===== src/rtl/lbut_pkg.sv =====
// Shared types and constants for the LED blink and uptime timer.
`default_nettype none

package lbut_pkg;

    // Default channel count and tick rate.
    localparam int NUM_CHANNELS_DEF     = 3;
    localparam int TICKS_PER_SECOND_DEF = 10;

    // Fixed field widths.
    localparam int CFG_DATA_W = 8;
    localparam int TIME_W     = 32;

    // Transaction command codes.
    typedef enum logic {
        CMD_TICK = 1'b0,
        CMD_LOAD = 1'b1
    } cmd_t;

endpackage

`default_nettype wire


===== src/rtl/led_blink_uptime_timer_unit.sv =====
// Top level of the LED blink and uptime timer.
`default_nettype none

// Each input transaction is either a tick (one tenth of a second by default)
// or a load of the POSIX seconds counter. A tick advances every blink
// channel: a channel is lit while its count is below its duty setting, and
// the count wraps to zero on reaching its cycle setting (a cycle of zero
// holds the count at zero). Every TICKS_PER_SECOND ticks the uptime and
// POSIX counters advance by one, wrapping at 32 bits. Each transaction
// produces exactly one result, registered in the cycle after acceptance, and a new
// transaction can be accepted every clock, limited only by the single
// result register that holds a result until the downstream side takes it.
// Writing a channel's cycle or duty register clears that channel's count;
// configuration is written by the user only while no result is pending;
// the block does not enforce it. Indexes past the last channel are ignored.
module led_blink_uptime_timer_unit #(
    parameter int NUM_CHANNELS     = lbut_pkg::NUM_CHANNELS_DEF,
    parameter int TICKS_PER_SECOND = lbut_pkg::TICKS_PER_SECOND_DEF,
    parameter int CFG_IDX_W        = $clog2(2 * NUM_CHANNELS)
) (
    input  wire logic                          aclk,
    input  wire logic                          aresetn,
    // Configuration write port
    input  wire logic                          cfg_wr_en,
    input  wire logic [CFG_IDX_W-1:0]          cfg_index,
    input  wire logic [lbut_pkg::CFG_DATA_W-1:0] cfg_wdata,
    // Input channel
    input  wire logic                          s_valid,
    output logic                               s_ready,
    input  wire logic                          s_cmd,
    input  wire logic [lbut_pkg::TIME_W-1:0]   s_time_value,
    // Result channel
    output logic                               m_valid,
    input  wire logic                          m_ready,
    output logic [NUM_CHANNELS-1:0]            m_led_levels,
    output logic [NUM_CHANNELS-1:0]            m_led_changed,
    output logic                               m_second_elapsed,
    output logic [lbut_pkg::TIME_W-1:0]        m_uptime_seconds,
    output logic [lbut_pkg::TIME_W-1:0]        m_posix_seconds
);
    import lbut_pkg::*;

    localparam int PRESCALE_W = $clog2(TICKS_PER_SECOND + 1);
    localparam logic [PRESCALE_W-1:0] PRESCALE_LAST = PRESCALE_W'(TICKS_PER_SECOND - 1);

    logic [CFG_DATA_W-1:0]  cycle_reg  [NUM_CHANNELS];
    logic [CFG_DATA_W-1:0]  duty_reg   [NUM_CHANNELS];
    logic [CFG_DATA_W-1:0]  count_reg  [NUM_CHANNELS];
    logic [CFG_DATA_W-1:0]  count_next [NUM_CHANNELS];
    logic [NUM_CHANNELS-1:0] level_reg;
    logic [NUM_CHANNELS-1:0] level_next;
    logic [NUM_CHANNELS-1:0] changed_reg;
    logic [NUM_CHANNELS-1:0] changed_next;
    logic [PRESCALE_W-1:0]  prescale_reg;
    logic [PRESCALE_W-1:0]  prescale_next;
    logic                   sec_reg;
    logic                   sec_next;
    logic [TIME_W-1:0]      uptime_reg;
    logic [TIME_W-1:0]      uptime_next;
    logic [TIME_W-1:0]      posix_reg;
    logic [TIME_W-1:0]      posix_next;
    logic                   m_valid_reg;
    logic                   in_fire;
    logic                   tick_fire;
    logic                   load_fire;

    // The result register frees up when empty or when its result is taken.
    assign s_ready   = !m_valid_reg || m_ready;
    assign in_fire   = s_valid && s_ready;
    assign tick_fire = in_fire && (cmd_t'(s_cmd) == CMD_TICK);
    assign load_fire = in_fire && (cmd_t'(s_cmd) == CMD_LOAD);

    // Per-channel blink step: level from count against duty, then count wraps.
    always_comb begin
        logic [CFG_DATA_W:0] inc;
        for (int i = 0; i < NUM_CHANNELS; i++) begin
            inc           = {1'b0, count_reg[i]} + (CFG_DATA_W+1)'(1);
            level_next[i] = count_reg[i] < duty_reg[i];
            count_next[i] = (inc >= {1'b0, cycle_reg[i]}) ? '0 : inc[CFG_DATA_W-1:0];
        end
        changed_next = level_next ^ level_reg;
    end

    // Seconds prescaler and the two seconds counters.
    always_comb begin
        logic [PRESCALE_W:0] pre_inc;
        pre_inc       = {1'b0, prescale_reg} + (PRESCALE_W+1)'(1);
        sec_next      = pre_inc >= (PRESCALE_W+1)'(TICKS_PER_SECOND);
        prescale_next = sec_next ? '0 : pre_inc[PRESCALE_W-1:0];
        uptime_next   = uptime_reg + TIME_W'(sec_next);
        posix_next    = posix_reg + TIME_W'(sec_next);
    end

    // Configuration registers and blink counts.
    always_ff @(posedge aclk) begin
        if (!aresetn) begin
            for (int i = 0; i < NUM_CHANNELS; i++) begin
                cycle_reg[i] <= '0;
                duty_reg[i]  <= '0;
                count_reg[i] <= '0;
            end
            level_reg <= '0;
        end else begin
            for (int i = 0; i < NUM_CHANNELS; i++) begin
                if (cfg_wr_en && cfg_index == CFG_IDX_W'(2 * i)) begin
                    cycle_reg[i] <= cfg_wdata;
                    count_reg[i] <= '0;
                end else if (cfg_wr_en && cfg_index == CFG_IDX_W'(2 * i + 1)) begin
                    duty_reg[i]  <= cfg_wdata;
                    count_reg[i] <= '0;
                end else if (tick_fire) begin
                    count_reg[i] <= count_next[i];
                end
            end
            if (tick_fire) begin
                level_reg <= level_next;
            end
        end
    end

    // Time counters.
    always_ff @(posedge aclk) begin
        if (!aresetn) begin
            prescale_reg <= '0;
            uptime_reg   <= '0;
            posix_reg    <= '0;
        end else if (tick_fire) begin
            prescale_reg <= prescale_next;
            uptime_reg   <= uptime_next;
            posix_reg    <= posix_next;
        end else if (load_fire) begin
            posix_reg    <= s_time_value;
        end
    end

    // Result valid flag.
    always_ff @(posedge aclk) begin
        if (!aresetn) begin
            m_valid_reg <= 1'b0;
        end else if (in_fire) begin
            m_valid_reg <= 1'b1;
        end else if (m_ready) begin
            m_valid_reg <= 1'b0;
        end
    end

    // Per-transaction event flags; a load reports no change and no second.
    always_ff @(posedge aclk) begin
        if (in_fire) begin
            changed_reg <= tick_fire ? changed_next : '0;
            sec_reg     <= tick_fire && sec_next;
        end
    end

    // The state registers hold still while a result waits, so they double as
    // the result payload.
    assign m_valid          = m_valid_reg;
    assign m_led_levels     = level_reg;
    assign m_led_changed    = changed_reg;
    assign m_second_elapsed = sec_reg;
    assign m_uptime_seconds = uptime_reg;
    assign m_posix_seconds  = posix_reg;

    // The prescaler never reaches the tick rate.
    a_prescale_range: assert property (@(posedge aclk) disable iff (!aresetn)
        prescale_reg <= PRESCALE_LAST)
        else $error("prescaler out of range");

    // A reported second always leaves the prescaler at zero.
    a_sec_wraps: assert property (@(posedge aclk) disable iff (!aresetn)
        m_valid && m_second_elapsed |-> prescale_reg == '0)
        else $error("second reported without prescaler wrap");

    // A load produces no level change and no second.
    a_load_quiet: assert property (@(posedge aclk) disable iff (!aresetn)
        aresetn && load_fire |=> m_led_changed == '0 && !m_second_elapsed)
        else $error("load reported an event");

    // The last tick of a second advances the uptime by one.
    a_uptime_step: assert property (@(posedge aclk) disable iff (!aresetn)
        aresetn && tick_fire && prescale_reg == PRESCALE_LAST
        |=> uptime_reg == $past(uptime_reg) + TIME_W'(1))
        else $error("uptime did not advance");

    // Levels only move on a tick transaction.
    a_level_hold: assert property (@(posedge aclk) disable iff (!aresetn)
        aresetn && !tick_fire |=> $stable(level_reg))
        else $error("levels changed without a tick");

endmodule

`default_nettype wire

===== config.mk =====
export PLATFORM = sky130hd
export DESIGN_NAME = led_blink_uptime_timer_unit
export DESIGN_NICKNAME = d
export VERILOG_FILES = /design/src/rtl/lbut_pkg.sv /design/src/rtl/led_blink_uptime_timer_unit.sv
export SDC_FILE = /design/constraint.sdc
export NUM_CORES = 1
export LEC_CHECK = 0
export BUFFER_PORTS_ARGS = -buffer_cell sky130_fd_sc_hd__buf_2
export CAP_MARGIN = 20
export CORE_ASPECT_RATIO = 0.75
export CORE_MARGIN = 10
export CORE_UTILIZATION = 33
export CTS_CLUSTER_SIZE = 16
export DETAILED_ROUTE_END_ITERATION = 8
export HOLD_SLACK_MARGIN = 0.02
export PLACE_DENSITY = 0.63
export SLEW_MARGIN = 20
export SYNTH_ARGS = -nofsm -noshare
export SYNTH_HDL_FRONTEND = slang
export SYNTH_SLANG_ARGS = --single-unit

===== constraint.sdc =====
create_clock -name aclk -period 3 [get_ports aclk]
set_input_delay 0.6 -clock aclk [delete_from_list [all_inputs] [get_ports aclk]]
set_output_delay 0.6 -clock aclk [all_outputs]
set_load 0.05 [all_outputs]

==> results of run 1 <==
-- per-stage QoR --
step                utilization [%]  instance area, µm²  std cells
finish                         40.0                9920       1361
detailed placement             37.7                9340       1329
global placement               37.7                9340       1329
CTS                            39.9                9890       1361
floorplan                         -                8250        874
global route                   40.0                9920       1361
-- cells in the final DEF, fill, tap and decap left out, types with 4 or more instances in the layout --
cell type  instances
inv_6              4
xor2_1            10
a21oi_1           47
inv_1             55
xnor2_1           27
nand2b_1          10
a21o_1            10
nand3b_1           4
o41ai_1            5
a31oi_1            8
nor4_1             9
and4_1            10
o311ai_1           5
clkbuf_16         17
o31ai_1            4
a2111oi_0          4
buf_2            121
clkinv_4           4
nor2b_1           11
nand2_1           75
or3_1             11
o21ai_1           22
o211ai_1          13
mux2i_1            7
o21ai_0           16
edfxtp_1          76
nand4_1           22
ha_1              53
a32o_1             4
nor2_1            66
and3_1            24
and2_1            22
dfxtp_1           71
nand3_1           51
buf_4             29
nor3_1            18
o21a_1             4
or4_1             10
nor3b_1            8
a211oi_1           4
-- cell families after synthesis --
| group | after synthesis |
|---|---|
| multiplexers | 8 |
| adder cells (fa/ha/maj) | 54 |
| AO/OA/AOI/OAI | 166 |
| AND/OR/NAND/NOR | 368 |
| flip-flops | 148 |
| buffers and inverters | 93 |
| XOR/XNOR | 37 |
-- synthesized netlist by cell type (all sizes together) (13+ instances only) --
master	number
ha	54
nand2	76
and2	22
a21oi	47
clkbuf	24
or3	13
nand4	23
nand3	54
xnor2	27
o21ai	38
nor2	68
inv	59
and3	24
edfxtp	76
o211ai	13
dfxtp	72
nor3	18
-- power breakdown --
part           internal (mW)  switching (mW)  total (mW)  leakage, nW
combinational          0.234           0.453       0.687         2.56
clock                   1.08           0.961        2.04        0.258
sequential              2.24          0.0965        2.34         1.35
-- final cells by class --
cell class / count / area, µm² / share of cell area, %
sequential: 148 / 3720 / 37.6
clock inverter: 15 / 124 / 1.25
tap: 338 / 423 / 4.26
multi-input combinational: 633 / 4160 / 42.0
clock buffer: 17 / 425 / 4.29
inverter: 60 / 233 / 2.35
timing repair buffer: 150 / 823 / 8.30
-- per-layer routing --
layer	up-vias	wire length, µm	track usage [%]
met1	3462	11500	21.1
met4	0	390	4.93
met3	26	1330	3.20
met5	-	0	0
li1	3489	-	-
met2	197	10400	21.5
-- critical path, stage by stage, from the launching register on --
cell	delay, ps
dfxtp_2	350
ha_1	310
or3b_1	360
a21oi_1	210
nor2_2	100
ha_1	240
ha_1	210
and3_1	190
and3_1	200
buf_4	160
and3_1	180
xnor2_1	120
nor2_1	50
-- worst min path at each step --
stage | cells past startpoint | startpoint | slack, ps | end
after global routing | 3 | s_time_value[7] | 490 | m_posix_seconds[7]
after global placement | 2 | m_uptime_seconds[31] | 460 | m_uptime_seconds[31]
after CTS | 3 | s_time_value[8] | 460 | m_posix_seconds[8]
final | 2 | m_uptime_seconds[31] | 470 | m_uptime_seconds[31]
after detailed placement | 2 | m_uptime_seconds[0] | 470 | m_uptime_seconds[0]
after floorplan | 2 | prescale_reg[1] | 490 | prescale_reg[1]
-- what timing repair did --
| item | 4_1_cts | 5_1_grt |
|---|---|---|
| gates resized for setup | 0 | 7 |
| hold endpoints to repair | 0 | 0 |
| setup endpoints to repair | 0 | 24 |
==> qor.txt, run 1 <==
Status = completed
Fin Hold WS = 473 ps
Hold Buf Count CTS = 0
Syn Inst Count = 874
Worst-case clock buffer depth = 2
#FFs+latches synth = 148
Max_cap viols = 0
Synth Cell Area = 0.00825 mm²
Max VDD drop = 0.387 mV
Final min period = 2810 ps
Clock Root Buffer = clkbuf_16
Initial core utilization = 33.3%
EDFF count, synth = 76
DRC errors left = 0
Final Worst Setup Slack = 186 ps
Dominant synthesized flop cell = edfxtp_1
CTS tree = built
CP required = 3320 ps
Post-synthesis simple-gate area fraction = 24.1%
Lkg Pwr = 4.17 nW
Worst rel slew slack = 32.5%
Final setup vio count = 0
RSZ-0062 raised after global routing = no
Setup crit start = prescale_reg[0]
Yosys cell types = 66
R2R cell count = 12
Initial DRC count = 562
Initial antenna violation count = 0
H-tree lvl count = 4
Cts bufs inserted = 17
Register area share after synthesis = 45.1%
Die width = 203 µm
Syn Area/Cell = 9.44 µm²
Final hold vios = 0
# rows = 50
Dpl ws = 56.7 ps
Synth Area in Adders = 8.19%
Worst hold-check path type = flop to flop
Gr usage total = 14.7%
Antenna viol nets, final = 0
Clock Skew = 8.51 ps
CP arrival = 3130 ps
Top cells by area, synth = edfxtp_1, dfxtp_1, ha_1
Post-synth top area cell = edfxtp_1
Vias in the first global route = 6,748
Area Growth Syn to Fin = 20.1%
Top cell type's share of synthesized area = 27.7%
Worst Setup EP = m_uptime_seconds[6]
Final WL = 23,700 µm
Synth Area in XOR/XNOR = 3.93%
Postcts setup bufs = 0
Port bufs = 121
Yosys warnings = 0
Pin count of the biggest net entering global routing = 49
First-pass iteration count of the detailed router = 5
Fraction of registers with async set/reset = 0%
Gpl congestion = 0.857
Setup TNS = 0 ps
Syn_nets = 977
Routed len/inst = 17.4 µm
Slew Limit Fails = 0
Layout cells sized above 1 = 19.6%
Final #Nets = 1,113
Clk pin slew, worst setup/hold paths = 70 ps
Grt total ovfl = 0
FF-to-FF setup slack = 190 ps
Sink Count = 148
Crit path max fanout = 7
Num ports = 122
Die area = 0.0318 mm²
Final period utilization = 93.8%
Die Span Y = 157 µm
Fill cell count = 2,522
Worst Setup Path Type = flop to flop
Worst-Skew Late Latency = 430 ps
Worst setup EP type = flop
# diodes = 0
Compound-Gate Fraction of Synth Area = 12.9%
Worst-margin pin slew = 1010 ps
FF-to-FF End = m_uptime_seconds[6]
HPWL Detailed = 17,500 µm
Via density = 5.27
Post-synthesis mux area share = 0.985%
DR vias = 7,174
Combinational family with the most area after synthesis = simple AND/OR/NAND/NOR gates
PwrDens = 511 mW/mm²
Worst flop-to-flop path startpoint = prescale_reg[0]
Crit start category = flop
Fmax = 0.355 GHz
Core ar. = 0.0248 mm²
First-pass GRT wire length = 37,300 µm
Final Total Pwr = 5.06 mW
Power figures use the tool's default switching activity.
==> run 2: changes to the inputs <==
--- a/config.mk
+++ b/config.mk
@@ -13,7 +13,7 @@
 export CTS_CLUSTER_SIZE = 16
 export DETAILED_ROUTE_END_ITERATION = 8
 export HOLD_SLACK_MARGIN = 0.02
-export PLACE_DENSITY = 0.63
+export PLACE_DENSITY = 0.61
 export SLEW_MARGIN = 20
 export SYNTH_ARGS = -nofsm -noshare
 export SYNTH_HDL_FRONTEND = slang
==> constraint.sdc (replaced) <==
create_clock -name aclk -period 3.2 [get_ports aclk]
set_input_delay 0.64 -clock aclk [delete_from_list [all_inputs] [get_ports aclk]]
set_output_delay 0.64 -clock aclk [all_outputs]
set_load 0.05 [all_outputs]
==> qor.txt, run 2 (same netlist as run 1, synthesis figures left out) <==
Status = completed
Routed len/inst = 17.3 µm
Clock Root Buffer = clkbuf_16
Final setup vio count = 0
Worst-margin pin slew = 960 ps
Worst-case clock buffer depth = 2
DP Area = 0.00927 mm²
Die area = 0.0318 mm²
Cts bufs inserted = 17
Final period utilization = 94.1%
Final Total Pwr = 4.88 mW
DRC errors left = 0
Most common cell after layout, fill and taps aside = buf_2
PwrDens = 492 mW/mm²
H-tree lvl count = 4
Via density = 5.20
Lkg Pwr = 4.17 nW
Initial DRC count = 330
Pin count of the biggest net entering global routing = 52
CTS tree = built
RSZ-0062 raised after global routing = no
Critical-path cell list = inv_1 > ha_1 > or3b_1 > a21oi_1 > nor2_2 > ha_2 > ha_1 > nand3_2 > nor2_2 > nand4_1 > buf_4 > o311a_1 > a21o_1
Grt total ovfl = 0
Crit path max fanout = 6
Initial antenna violation count = 0
# diodes = 0
Worst-Skew Late Latency = 440 ps
CP arrival = 3330 ps
Max_cap viols = 0
Worst setup EP type = flop
Clock Skew = 10.5 ps
Core ar. = 0.0248 mm²
Final min period = 3010 ps
Num ports = 122
Worst rel slew slack = 35.8%
Worst Setup Path Type = flop to flop
Slew Limit Fails = 0
Max VDD drop = 0.352 mV
Setup TNS = 0 ps
Gpl congestion = 0.842
DR vias = 7,035
Die Span Y = 157 µm
Final #Nets = 1,106
Fin area = 0.00991 mm²
Layout cells sized above 1 = 19.2%
Antenna viol nets, final = 0
Gr usage total = 14.6%
Initial core utilization = 33.3%
Largest delay share family, worst path = simple AND/OR/NAND/NOR gates
Final Worst Setup Slack = 188 ps
Buffers & Inverters on Critical Path = 2
Final hold vios = 0
Crit start category = flop
Fmax = 0.332 GHz
First-pass iteration count of the detailed router = 5
CP required = 3520 ps
First-pass GRT wire length = 37,200 µm
# rows = 50
Final WL = 23,400 µm
CP max stage cell = dfxtp_1
Area Growth Syn to Fin = 20.1%
Sink Count = 148
Vias in the first global route = 6,799
Port bufs = 121
Die width = 203 µm
Dpl ws = 13.7 ps
HPWL Detailed = 17,100 µm
Worst hold-check path type = flop to flop
Clk pin slew, worst setup/hold paths = 70 ps
Final core occ = 40.0%
Most frequent cells in the layout = buf_2, edfxtp_1, nand2_1
Hold Buf Count CTS = 0
Crit path largest cell delay = 410 ps
run 2: worst register-to-register path, delay by kind of cell (launching register included):
kind | cells | cell delay [ps]
AND/OR/NAND/NOR | 5 | 920
flip-flops | 1 | 410
buffers and inverters | 2 | 260
adder cells (fa/ha/maj) | 3 | 800
AO/OA/AOI/OAI | 3 | 520
run 2: timing repair:
item                       4_1_cts  5_1_grt
setup endpoints to repair        1       26
gates resized for setup          1        8
cloned                           0        0
pin swaps                        0        2
setup buffers                    0        2
run 2: final cells by class:
cell class / count / area [µm²]
multi-input combinational: 633 / 4170
tap: 338 / 423
clock buffer: 19 / 454
inverter: 60 / 233
clock inverter: 13 / 136
sequential: 148 / 3720
timing repair buffer: 143 / 771
fill: 2496 / 14900
run 2: metal layers:
metal	up-vias	GRT usage (%)	part of all wire [%]
met2	167	21.9	45
met5	-	0	0
met3	24	3.78	5.5
met4	0	4.00	1.2
met1	3365	20.2	49
li1	3479	-	-
run 2: report_power, final:
| part | internal (mW) | switching, mW | total [mW] | leakage [nW] |
|---|---|---|---|---|
| Clock | 1.15 | 0.906 | 2.05 | 0.295 |
| Combinational | 0.213 | 0.418 | 0.632 | 2.53 |
| Sequential | 2.10 | 0.0928 | 2.19 | 1.35 |
run 2: final timing paths:
path	endpoint	from	depth (start not counted)	slack [ps]
setup / recovery	m_posix_seconds[20]	prescale_reg[1]	13	190
hold / removal	m_uptime_seconds[31]	m_uptime_seconds[31]	2	480
setup reg to reg	m_posix_seconds[20]	prescale_reg[1]	13	190
hold reg to reg	m_uptime_seconds[31]	m_uptime_seconds[31]	2	480
run 2: per-stage QoR:
stage	std cells	hold slack [ps]
finish	1354	477
global route	1354	504
CTS	1352	473
detailed placement	1320	461
global placement	1320	454
floorplan	874	486
==> run 3: changes to the inputs <==
--- a/config.mk
+++ b/config.mk
@@ -13,7 +13,7 @@
 export CTS_CLUSTER_SIZE = 16
 export DETAILED_ROUTE_END_ITERATION = 8
 export HOLD_SLACK_MARGIN = 0.02
-export PLACE_DENSITY = 0.61
+export PLACE_DENSITY_LB_ADDON = 0.05
 export SLEW_MARGIN = 20
 export SYNTH_ARGS = -nofsm -noshare
 export SYNTH_HDL_FRONTEND = slang
==> qor.txt, run 3 (same netlist as run 1, synthesis figures left out) <==
Status = completed
Cts bufs inserted = 17
Clk pin slew, worst setup/hold paths = 60 ps
Crit path largest cell delay = 420 ps
Worst rel slew slack = 36.9%
# rows = 50
Antenna viol nets, final = 0
Pin count of the biggest net entering global routing = 34
Seq pwr share = 45.0%
Final period utilization = 92.6%
RSZ-0062 raised after global routing = yes
DP Area = 0.00934 mm²
Port bufs = 121
Vias in the first global route = 6,958
Worst setup EP type = flop
Sw Share = 28.7%
Combinational share of power = 13.3%
Fmax = 0.337 GHz
Initial antenna violation count = 2
Die area = 0.0318 mm²
Die Span Y = 157 µm
Int Power = 3.47 mW
Slew Limit Fails = 0
Area Growth Syn to Fin = 20.5%
Worst Setup Path Type = flop to flop
Final hold vios = 0
Critical-path cell list = ha_1 > nand3b_1 > a41oi_1 > nor2_2 > ha_2 > and4_1 > nand3_2 > or3_4 > or4_1 > a31oi_1
Final setup vio count = 0
# diodes = 0
Layout cells sized above 1 = 19.3%
Routed len/inst = 18.5 µm
Worst hold-check path type = flop to flop
Fill cell count = 2,546
Crit start category = flop
Most frequent cells in the layout = buf_2, edfxtp_1, nand2_1
Initial core utilization = 33.3%
Hold Buf Count CTS = 0
Final #Nets = 1,114
First-pass iteration count of the detailed router = 7
HPWL Detailed = 18,800 µm
Clock power frac = 41.7%
Gpl congestion = 0.802
Via density = 5.08
Sequential cell area = 0.00372 mm²
Worst-margin pin slew = 940 ps
CP required = 3560 ps
Initial DRC count = 369
CP arrival = 3320 ps
Gr usage total = 16.1%
Final core occ = 40.1%
Grt total ovfl = 0
Core ar. = 0.0248 mm²
CP max stage cell = or3_4
Multi-input logic area = 0.00415 mm²
First-pass GRT wire length = 40,200 µm
Setup TNS = 0 ps
Worst-Skew Late Latency = 430 ps
Final WL = 25,200 µm
Sink Count = 148
NetSw = 1.40 mW
FF-to-FF setup slack = 240 ps
Lkg Pwr = 4.19 nW
DRC errors left = 0
H-tree lvl count = 4
Clock Skew = 11.7 ps
CTS tree = built
PwrDens = 490 mW/mm²
Clock Root Buffer = clkbuf_16
Worst-case clock buffer depth = 2
Crit path max fanout = 5
Num ports = 122
DR vias = 6,922
Final Total Pwr = 4.87 mW
Max VDD drop = 0.382 mV
Final min period = 2960 ps
Max_cap viols = 0
Fin area = 0.00994 mm²
Die width = 203 µm
Most common cell after layout, fill and taps aside = buf_2
==> run 3: changes by cell type in the layout (fill, tap and decap cells not counted), moves of 2 or more <==
cell,previous run,this run
buf_4,22,30
clkinv_1,1,3
clkinv_4,1,3
clkinvlp_4,0,3
inv_6,6,4
inv_8,4,1
==> run 3: power groups by stage <==
| stage | logic (mW) | registers [mW] | clock network [mW] |
|---|---|---|---|
| after floorplan | 0.342 | 2.32 | 0 |
| after global placement | 0.652 | 2.24 | 0 |
| final | 0.646 | 2.19 | 2.03 |
| after global routing | 0.728 | 2.21 | 2.15 |
| after detailed placement | 0.651 | 2.24 | 0 |
| after CTS | 0.655 | 2.19 | 2.08 |
==> run 3: path summary, 6_finish.rpt <==
path	from	endpoint	cells past startpoint
max	prescale_reg[0]	m_posix_seconds[21]	10
max reg2reg	prescale_reg[0]	m_posix_seconds[21]	10
min reg2reg	m_uptime_seconds[31]	m_uptime_seconds[31]	2
min	m_uptime_seconds[31]	m_uptime_seconds[31]	2
==> run 3: final cells by class <==
class,count,share of cell area (%)
well taps,338,4.25
clock buffers,17,4.28
flip-flops and latches,148,37.5
multi-input cells,633,41.7
clock inverters,15,1.57
repair buffers,151,8.36
inverters,60,2.34
==> run 3: what timing repair did <==
action | in CTS | in global routing
resized for setup | 0 | 4
endpoints found under the setup margin | 0 | 20
setup buffers | 0 | 1
==> run 3: routing by layer <==
layer	vias to the layer above	global-route usage [%]	wire length, µm
met4	4	4.29	300
met1	3279	23.0	12800
met5	-	0	27
met3	23	4.11	1160
li1	3493	-	-
met2	123	23.3	10900
==> run 3: worst max-delay path, delay by kind of cell, from the launching register on <==
kind / cells / cell delay, ps
and+or+nand+nor: 6 / 1630
adders and majority gates: 2 / 590
DFF: 1 / 350
AOI/OAI and AO/OA: 2 / 320
==> run 3: through the flow <==
stage	worst slack, ps	instances	hold WS, ps
after global routing	2.59	1362	508
after global placement	166	1329	454
after detailed placement	89.8	1329	461
after CTS	64.4	1361	473
after floorplan	269	874	486
final	236	1362	473
